[config.mk]
export PLATFORM = sky130hd
export DESIGN_NAME = mbc_modmul
export DESIGN_NICKNAME = d
export VERILOG_FILES = /design/src/rtl/assert_macros.svh /design/src/rtl/mbc_pkg.sv /design/src/rtl/mbc_modmul.sv
export SDC_FILE = /design/constraint.sdc
export NUM_CORES = 2
export LEC_CHECK = 0
export BUFFER_PORTS_ARGS = -buffer_cell sky130_fd_sc_hd__buf_2
export CORE_AREA = 2 2 440 442
export DETAILED_ROUTE_END_ITERATION = 6
export DIE_AREA = 0 0 442 444
export SLEW_MARGIN = 20
export SYNTH_ARGS = -nofsm -noshare
export SYNTH_HDL_FRONTEND = slang
export SYNTH_SLANG_ARGS = --single-unit
[constraint.sdc]
create_clock -name clk -period 11.6 [get_ports clk]
set_input_delay 1.74 -clock clk [delete_from_list [all_inputs] [get_ports clk]]
set_output_delay 1.74 -clock clk [all_outputs]
set_load 0.005 [all_outputs]
[src/rtl/assert_macros.svh]
`ifndef ASSERT_MACROS_SVH
`define ASSERT_MACROS_SVH

// Same-cycle implication, disabled during reset.
`define MBC_ASSERT_IMP(lbl, clk, rst, ante, cons) \
  lbl: assert property (@(posedge clk) disable iff (rst) (ante) |-> (cons)) \
    else $error("assertion failed");

// Next-cycle implication, disabled during reset.
`define MBC_ASSERT_NXT(lbl, clk, rst, ante, cons) \
  lbl: assert property (@(posedge clk) disable iff (rst) (ante) |=> (cons)) \
    else $error("assertion failed");

`endif

[src/rtl/mbc_pkg.sv]
`timescale 1ns / 1ps
package mbc_pkg;

  localparam int VW = 30;
  localparam int MUL_LAT = 5;
  localparam int FIFO_DEPTH = 16;
  localparam int FIFO_PW = 4;

  typedef logic [VW-1:0] val_t;

  typedef struct packed {
    val_t a_x;
    val_t a_y;
    val_t b_x;
    val_t b_y;
  } mul_req_t;

  typedef struct packed {
    logic we;
    val_t fac;
    val_t ifac;
  } tbl_wr_t;

endpackage

[src/rtl/mbc_modmul.sv]
`timescale 1ns / 1ps
module mbc_modmul import mbc_pkg::*; #(
  parameter int MODULUS = 1000000007
) (
  input  logic clk,
  input  val_t x,
  input  val_t y,
  output val_t z
);

  localparam int K = $clog2(MODULUS);
  localparam logic [63:0] MU64 = (64'd1 << (2 * K)) / 64'(MODULUS);
  localparam logic [K:0] MU = MU64[K:0];
  localparam logic [K-1:0] MK = K'(MODULUS);
  localparam logic [K+1:0] MK2 = (K+2)'(MODULUS);

  logic [2*VW-1:0] prod0;
  logic [2*VW-1:0] prod1;
  logic [2*K+1:0]  q2;
  logic [K:0]      q3;
  logic [2*K:0]    qm;
  logic [K+1:0]    r0;
  logic [K+1:0]    r1;

  assign q3 = q2[2*K+1:K+1];
  assign qm = q3 * MK;

  always_ff @(posedge clk) begin
    prod0 <= x * y;
    q2    <= prod0[2*K-1:K-1] * MU;
    prod1 <= prod0;
    r0    <= prod1[K+1:0] - qm[K+1:0];
    r1    <= (r0 >= MK2) ? r0 - MK2 : r0;
    z     <= VW'((r1 >= MK2) ? r1 - MK2 : r1);
  end

endmodule

==> metrics.cfg <==
[timing]
setup_viol=0
tightest_slew_ns=0.987
rsz0062_at_grt=false
maxSlewHeadroom_pct=34.1
skew_ns=0.00893
holdWs_ns=0.325
period_minus_slack_ns=9.98
fin_crit_sh_pct=86.1
setup_tns_ns=0
clock.fmax_mhz=100
slew_violations=0
finalHoldViolations=0

[logic_synthesis]
synth_top_area_share_pct=44.2
synth_seq_cells=217
synth_nets=8049
synth_edf_count=0
synth-async-reset-ratio_pct=0
synthFlopType=dfxtp_1
synthDistinctLibCells=72
postSynthAreaPerCell_sq_um=9.61
ys_seq_area_share_pct=7.60
synth_area_leaders=fa_1, ha_1, inv_1, dfxtp_1, and2_1
synth_area_leader_cell=fa_1
syn-cell-area_sq_um=57100
synthCells=5944
yosysWarnings=0

[clock_tree]
clk_latency_ns=0.53
hold_buffers=0
cts_resized=0
cts_made_buffers=24
clock-root-buffer=clkbuf_16
clock_sinks=217
cts_tree=yes
path_clk_slew_ns=0.06
post_cts_buffers=0
ctsLongestPathBuffers=3
cts-htree-levels=1

[global_route]
gr-usage-all-layers_pct=15.6
grt_pass1_wl_microns=241000
antenna_found_initial=9
overflow=0
grt_pass1_vias=42600
grt_start_max_net_pins=31

[worst_setup_path]
crit_slowest_cell=a2111oi_2
crit_path_end_kind=register
reg2reg_depth=20
crit-reg2reg-launch=prod0[50]
start_kind=input port
slowest_delay_ns=0.91
crit_family=adder cells
cp-endpoint=prod0[58]
r2r_setup_slack_ns=3.90
worstSetupPathDepth=27
required_ns=12.01
r2r_end=q2[61]
path_class=in2reg
startpoint=x[12]
crit_fanout=30
cp_num_buf_inv=7
crit_top_cell=fa_1
critical_path_arrival_ns=10.39

[run_status]
status=completed

[detailed_routing]
drt-initial-drc-count=2383
via_per_inst=4.57
num_vias=38500
wl_per_cell_microns=17.7
drc=0
drt_pass1_iterations=7
routed_wirelength_microns=149000
postRouteAntennaNets=0

[final_layout]
final_core_util_pct=31.8
nets=7991
drive_gt1_share_pct=3.02
area_growth_pct=6.73
fill_cells=19700
n_antenna_cell=0

[die]
fp.dieH_microns=444
fp.dieW_microns=442
die-area_sq_um=196000
rows=161
design.portCount=91
core_sq_um=192000
start_util_pct=29.8

[hold_path]
hold_path.class=reg2reg
min_path_cells=0

[place]
dpl.hpwl_microns=125000
gp_congestion=0.908
numPortBuffers=90

[job]
cap_violations=0

[worst reg2reg max path, stage by stage, from the launching register on]
cell      delay [ns]
dfxtp_1         0.89
fa_1            0.61
fa_1            0.39
fa_1            0.51
fa_1            0.45
fa_1            0.52
inv_1           0.06
fa_1            0.54
inv_1           0.05
fa_1            0.48
ha_1            0.35
a21oi_1         0.15
o21ai_0         0.31
a21oi_1         0.24
o21ai_0         0.10
a221o_1         0.38
o31a_1          0.35
a221oi_1        0.62
o211ai_1        0.23
a31oi_1         0.23
xnor2_1         0.15
[Yosys cell counts (all sizes together) (10+ instances only)]
cell type	number
o21a	11
nand2b	17
xor2	71
fa	1261
nand2	481
nand3	31
inv	1596
a31oi	17
o31ai	10
and2	547
clkbuf	194
a211oi	18
o21ai	66
nor3	27
dfxtp	217
and3	21
nor2b	10
a21oi	117
xnor2	124
o21bai	15
a21o	63
nor2	91
ha	783
nand4	21
o211ai	12
[layout make-up]
| class | count | area (sq um) | share of cell area (%) |
|---|---|---|---|
| Tap cell | 2526 | 3160 | 5.18 |
| Sequential cell | 217 | 4340 | 7.12 |
| Multi-Input combinational cell | 3932 | 46000 | 75.5 |
| Inverter | 1596 | 5990 | 9.82 |
| Timing Repair Buffer | 115 | 638 | 1.05 |
| Clock buffer | 31 | 678 | 1.11 |
| Clock inverter | 12 | 129 | 0.211 |
[cells in the final DEF (no fill, tap or decap), types with 5 or more instances in the layout]
master | synthesis | layout
xor2_1 | 71 | 71
a21oi_1 | 116 | 116
buf_2 | 2 | 90
buf_4 | 1 | 25
ha_1 | 783 | 783
a31oi_1 | 17 | 17
o21ai_0 | 65 | 65
nor4_1 | 8 | 8
nand3_1 | 31 | 31
a21boi_0 | 6 | 6
dfxtp_1 | 217 | 217
nor3_1 | 27 | 27
and2_1 | 547 | 547
or2_2 | 8 | 8
nor2_1 | 91 | 91
nand4_1 | 21 | 21
a31o_2 | 5 | 5
nand2b_1 | 17 | 17
nor2b_1 | 10 | 10
o211ai_1 | 12 | 12
clkbuf_16 | 0 | 25
o311ai_0 | 7 | 7
and3_1 | 21 | 21
fa_1 | 1261 | 1261
o21bai_1 | 15 | 15
o31ai_1 | 10 | 10
or3_1 | 6 | 6
o21a_1 | 11 | 11
nand2_1 | 481 | 481
inv_1 | 1596 | 1596
xnor2_1 | 124 | 124
o2111ai_1 | 5 | 5
a21o_1 | 63 | 63
a211oi_1 | 17 | 17
[routing by layer]
| metal | routed length [microns] | GRT usage (%) | vias up | part of all wire, % |
|---|---|---|---|---|
| li1 | - | - | 17500 | - |
| met1 | 68500 | 21.6 | 19800 | 46 |
| met2 | 68700 | 25.8 | 1063 | 46 |
| met3 | 8290 | 1.87 | 178 | 5.5 |
| met4 | 4000 | 3.72 | 0 | 2.7 |
| met5 | 0 | 0 | - | 0 |
[flip-flops by register name, summed over array words and instances (netlist names)]
signal and flops:
z 30, prod0 60, prod1 32, r1 32, q2 31, r0 32
[worst min-delay path by stage]
stage / end / startpoint / slack (ns)
floorplan: prod1[0] / prod0[0] / 0.31
global placement: prod1[0] / prod0[0] / 0.31
detailed placement: prod1[13] / prod0[13] / 0.31
CTS: prod1[28] / prod0[28] / 0.32
global route: prod1[28] / prod0[28] / 0.33
finish: prod1[28] / prod0[28] / 0.32
[through the flow]
step	setup slack [ns]	instance area, sq um	instances
3_5_place_dp	1.09	60200	8386
4_1_cts	1.64	61000	8429
3_3_place_gp	1.20	60200	8386
6_report	1.62	61000	8429
2_1_floorplan	2.69	57100	5944
5_1_grt	1.20	61000	8429
[cells by family after synthesis]
| group | share of synthesized area [%] |
|---|---|
| AND/OR/NAND/NOR | 11.5 |
| buffers and inverters | 11.8 |
| multiplexers | 0.0350 |
| flip-flops | 7.60 |
| adder cells (fa/ha/maj) | 61.3 |
| XOR/XNOR | 2.99 |
| AO/OA/AOI/OAI | 4.71 |
Power is left out: the tool's default activity adds up to more than one toggle a clock period on the data nets, which glitch-free logic cannot reach.
