File: config.mk
export PLATFORM = sky130hd
export DESIGN_NAME = mbc_init
export DESIGN_NICKNAME = d
export VERILOG_FILES = /design/src/rtl/assert_macros.svh /design/src/rtl/mbc_pkg.sv /design/src/rtl/mbc_init.sv
export SDC_FILE = /design/constraint.sdc
export NUM_CORES = 1
export LEC_CHECK = 0
export BUFFER_PORTS_ARGS = -buffer_cell sky130_fd_sc_hd__buf_2
export CORE_MARGIN = 2
export CORE_UTILIZATION = 46
export DETAILED_ROUTE_END_ITERATION = 6
export GPL_TIMING_DRIVEN = 0
export HOLD_SLACK_MARGIN = 0.02
export PLACE_DENSITY = 0.73
export RECOVER_POWER = 50
export SYNTH_ARGS = -nofsm -noshare
export SYNTH_HDL_FRONTEND = slang
export SYNTH_SLANG_ARGS = --single-unit
File: constraint.sdc
create_clock -name clk -period 5.7 [get_ports clk]
set_input_delay 0.57 -clock clk [delete_from_list [all_inputs] [get_ports clk]]
set_output_delay 0.57 -clock clk [all_outputs]
set_load 0.05 [all_outputs]
File: src/rtl/assert_macros.svh
`ifndef ASSERT_MACROS_SVH
`define ASSERT_MACROS_SVH

// Same-cycle implication, disabled during reset.
`define MBC_ASSERT_IMP(lbl, clk, rst, ante, cons) \
  lbl: assert property (@(posedge clk) disable iff (rst) (ante) |-> (cons)) \
    else $error("assertion failed");

// Next-cycle implication, disabled during reset.
`define MBC_ASSERT_NXT(lbl, clk, rst, ante, cons) \
  lbl: assert property (@(posedge clk) disable iff (rst) (ante) |=> (cons)) \
    else $error("assertion failed");

`endif

File: src/rtl/mbc_pkg.sv
`timescale 1ns / 1ps
package mbc_pkg;

  localparam int VW = 30;
  localparam int MUL_LAT = 5;
  localparam int FIFO_DEPTH = 16;
  localparam int FIFO_PW = 4;

  typedef logic [VW-1:0] val_t;

  typedef struct packed {
    val_t a_x;
    val_t a_y;
    val_t b_x;
    val_t b_y;
  } mul_req_t;

  typedef struct packed {
    logic we;
    val_t fac;
    val_t ifac;
  } tbl_wr_t;

endpackage

File: src/rtl/mbc_init.sv
`timescale 1ns / 1ps
module mbc_init import mbc_pkg::*; #(
  parameter int TABLE_SIZE = 2048,
  parameter int MODULUS = 1000000007
) (
  input  logic                          clk,
  input  logic                          rst,
  input  val_t                          a_out,
  input  val_t                          b_out,
  output mul_req_t                      req,
  output tbl_wr_t                       wr,
  output logic [$clog2(TABLE_SIZE)-1:0] waddr,
  output logic                          ready
);

  localparam int IW = $clog2(TABLE_SIZE);
  localparam int K = $clog2(MODULUS);
  localparam int LW = $clog2(MUL_LAT);
  localparam logic [K-1:0] EXP0 = K'(MODULUS - 2);
  localparam logic [K-1:0] MLAST = K'(MODULUS - 1);
  localparam logic [IW-1:0] LAST = IW'(TABLE_SIZE - 1);
  localparam logic [LW-1:0] WAIT0 = LW'(MUL_LAT - 1);

  typedef enum logic [5:0] {
    ST_BOOT       = 6'b000001,
    ST_POW_ISSUE  = 6'b000010,
    ST_POW_WAIT   = 6'b000100,
    ST_STEP_ISSUE = 6'b001000,
    ST_STEP_WAIT  = 6'b010000,
    ST_READY      = 6'b100000
  } state_t;

  state_t        state;
  logic [IW-1:0] idx;
  logic [K-1:0]  iv;
  logic [K-1:0]  iv_next;
  logic [K-1:0]  exp_sh;
  logic [LW-1:0] cnt;
  val_t          base;
  val_t          acc;
  val_t          fac_prev;
  val_t          ifac_prev;

  assign iv_next = (iv == MLAST) ? '0 : iv + 1'b1;
  assign ready = (state == ST_READY);

  always_comb begin
    req.a_x = acc;
    req.a_y = base;
    req.b_x = base;
    req.b_y = base;
    wr.we   = 1'b0;
    wr.fac  = a_out;
    wr.ifac = b_out;
    waddr   = idx;
    unique case (state)
      ST_BOOT: begin
        wr.we   = 1'b1;
        wr.fac  = VW'(1);
        wr.ifac = VW'(1);
        waddr   = '0;
      end
      ST_STEP_ISSUE: begin
        req.a_x = fac_prev;
        req.a_y = VW'(iv);
        req.b_x = ifac_prev;
        req.b_y = acc;
      end
      ST_STEP_WAIT: wr.we = (cnt == '0);
      default: ;
    endcase
  end

  always_ff @(posedge clk) begin
    if (rst) begin
      state <= ST_BOOT;
    end else begin
      unique case (state)
        ST_BOOT: begin
          fac_prev  <= VW'(1);
          ifac_prev <= VW'(1);
          idx       <= IW'(1);
          iv        <= K'(1);
          base      <= VW'(1);
          acc       <= VW'(1);
          exp_sh    <= EXP0;
          state     <= ST_POW_ISSUE;
        end
        ST_POW_ISSUE: begin
          cnt <= WAIT0;
          if (exp_sh == '0) begin
            state <= ST_STEP_ISSUE;
          end else begin
            state <= ST_POW_WAIT;
          end
        end
        ST_POW_WAIT: begin
          if (cnt == '0) begin
            if (exp_sh[0]) begin
              acc <= a_out;
            end
            base   <= b_out;
            exp_sh <= exp_sh >> 1;
            state  <= ST_POW_ISSUE;
          end else begin
            cnt <= cnt - 1'b1;
          end
        end
        ST_STEP_ISSUE: begin
          cnt   <= WAIT0;
          state <= ST_STEP_WAIT;
        end
        ST_STEP_WAIT: begin
          if (cnt == '0) begin
            fac_prev  <= a_out;
            ifac_prev <= b_out;
            if (idx == LAST) begin
              state <= ST_READY;
            end else begin
              idx    <= idx + 1'b1;
              iv     <= iv_next;
              base   <= VW'(iv_next);
              acc    <= VW'(1);
              exp_sh <= EXP0;
              state  <= ST_POW_ISSUE;
            end
          end else begin
            cnt <= cnt - 1'b1;
          end
        end
        ST_READY: state <= ST_READY;
        default: state <= ST_BOOT;
      endcase
    end
  end

endmodule

==> metrics.yaml <==
status: "finished, final reports clean"
reg2reg_slack_ps: 1650
syn_nets: 1095
leakagePower_nw: 5.14
yosysSeqAreaShare_pct: 57.7
syn2layout_area_growth_pct: 22.4
crit_fanout: 30
numCtsBuffers: 17
std_cell_rows: 54
min_path_type: "input pin to flip-flop"
cp-start-kind: "flip-flop"
max_slew_margin_pct: 25.8
max_freq_ghz: 0.247
tightestPinTransition_ps: 1110
dp_hpwl_um: 21200
place_inst: 1566
power_density_mw_per_mm2: 448
whs_ps: 427
grt_pass1_wl_um: 44500
drv_slew: 0
die_area_mm2: 0.0236
async_reset_ff_share_pct: 0
multi_input_area_mm2: 0.00404
crit_top_cell: "clkbuf_1"
yosysWarnings: 0
dr.pass1.iters: 5
synthesis.area_mm2: 0.0103
num_antenna_cells: 0
utilization_pct: 57.6
clock-sinks: 200
setup_slack_ps: 1650
layout-drive-gt1-share_pct: 24.8
regArea_mm2: 0.00595
cts_resized: 0
core_mm2: 0.0219
rsz0062_at_grt: "false"
finalHoldViolations: 0
syn_area_per_cell_um2: 10.0
criticalPathCategory: "flip-flop to flip-flop"
cts-root-buf: "clkbuf_16"
die_x_um: 154
finalSetupViolCount: 0
grt_overflow: 0
netlist_instances: 1028
grt_start_max_net_pins: 32
postCtsSetupRepairBufs: 0
fin_crit_sh_pct: 71.1
port_buffers: 254
final_nets: 1372
ioPinCount: 255
via_count: 8327
preCtsSetupSlack_ps: 1990
min_period_ps: 4050
synth_edf_count: 194
cp.arrival_ps: 4110
clockBufferDepth: 2
track_usage_pct: 24.5
clock_latency_ps: 440
gp_congestion: 0.874
endpoint_kind: "flip-flop"
routed_via_density: 5.21
final_cell_mix: "nand2_1 (326), buf_2 (259), edfxtp_1 (194), and2_1 (113), and2_0 (63)"
maxCapViolCount: 0
fin_cells: 1598
cp_cell_sequence: "clkbuf_1 -> or4_1 -> clkbuf_1 -> nor2_1 -> o21ai_0 -> a21oi_4 -> buf_16 -> buf_12 -> o21a_2"
slowest_stage: "o21a_2"
max_stage_delay_ps: 760
clkTransAtPathRegs_ps: 70
start_util_pct: 47.1
cts_max_level: 4
synth_seq_cells: 200
cp.required_ps: 5760
synth.distinct_cells: 45
drt_iter0_drc: 629
finalClockSkew_ps: 10.7
grt_pass1_vias: 8113
vdd_drop_max_v: 0.000326
wl_per_cell_um: 18.1
fin_setup_tns_ps: 0
die_h_um: 154
synthFlopType: "edfxtp_1"
ctsHoldBuffers: 0
drcViolationCount: 0
tritoncts: "built"
fillCellCount: 1931
ant_nets: 0
routed_wl_um: 28900
antenna_found_initial: 1
final_common_cell: "nand2_1"
[per-stage QoR]
stage,power [W],cell area [µm²]
6_report,0.00565,12600
4_1_cts,0.00567,12700
3_3_place_gp,0.00435,11900
3_5_place_dp,0.00440,12000
5_1_grt,0.00586,12600
2_1_floorplan,0.00377,10300
[critical path, delay by kind of cell (launching register included)]
kind | cells | cell delay (ps)
AND/OR/NAND/NOR | 2 | 880
buffers and inverters | 4 | 800
flip-flops | 1 | 300
AO/OA/AOI/OAI | 3 | 1650
[cells by family after synthesis]
family / count (synthesis) / synth area share (%)
xor gates and xnor gates: 38 / 3.23
adders and majority gates: 5 / 0.607
and+or+nand+nor: 673 / 32.8
AOI/OAI and AO/OA: 47 / 2.47
buffers and inverters: 65 / 3.15
DFF: 200 / 57.7
[routing by layer]
metal	GRT usage [%]	vias up	routed length, µm
met3	4.20	39	1770
li1	-	3987	-
met2	42.5	322	14300
met5	0	-	0
met4	8.04	0	686
met1	31.2	3979	12100
[where the power goes]
part           switching (W)  internal, W  total (W)
clock               0.000557     0.000739    0.00130
combinational        0.00180     0.000469    0.00227
sequential          0.000147      0.00194    0.00208
total                0.00250      0.00314    0.00565
[final cells by class]
| class | count | area share, % |
|---|---|---|
| flip-flops and latches | 200 | 47.2 |
| multi-input cells | 763 | 32.0 |
| repair buffers | 258 | 10.7 |
| clock buffers | 18 | 3.40 |
| well taps | 280 | 2.78 |
| plain buffers | 57 | 2.19 |
| clock inverters | 14 | 1.53 |
| inverters | 8 | 0.238 |
[synth_stat cells (14+ instances only)]
cell type / n / area, µm²
and2_1: 176 / 1100
buf_2: 26 / 130
clkbuf_1: 23 / 86.3
edfxtp_1: 194 / 5830
nand2_1: 326 / 1220
nand2_4: 18 / 203
nand3_1: 19 / 95.1
nor2_1: 57 / 214
o21ai_0: 29 / 145
or3_1: 16 / 100
xnor2_1: 14 / 123
xor2_1: 24 / 210
[final timing paths]
check | start | endpoint | cells after the start
max | state[0] | acc[14] | 9
min | a_out[0] | fac_prev[0] | 2
max reg2reg | state[0] | acc[14] | 9
min reg2reg | exp_sh[18] | exp_sh[17] | 1
[registers in the layout, indices dropped and copies added (netlist names)]
| signal | count |
|---|---|
| fac_prev | 30 |
| exp_sh | 30 |
| ifac_prev | 30 |
| iv | 30 |
| idx | 11 |
| cnt | 3 |
| base | 30 |
| acc | 30 |
| state | 6 |
Power figures use the tool's default switching activity.
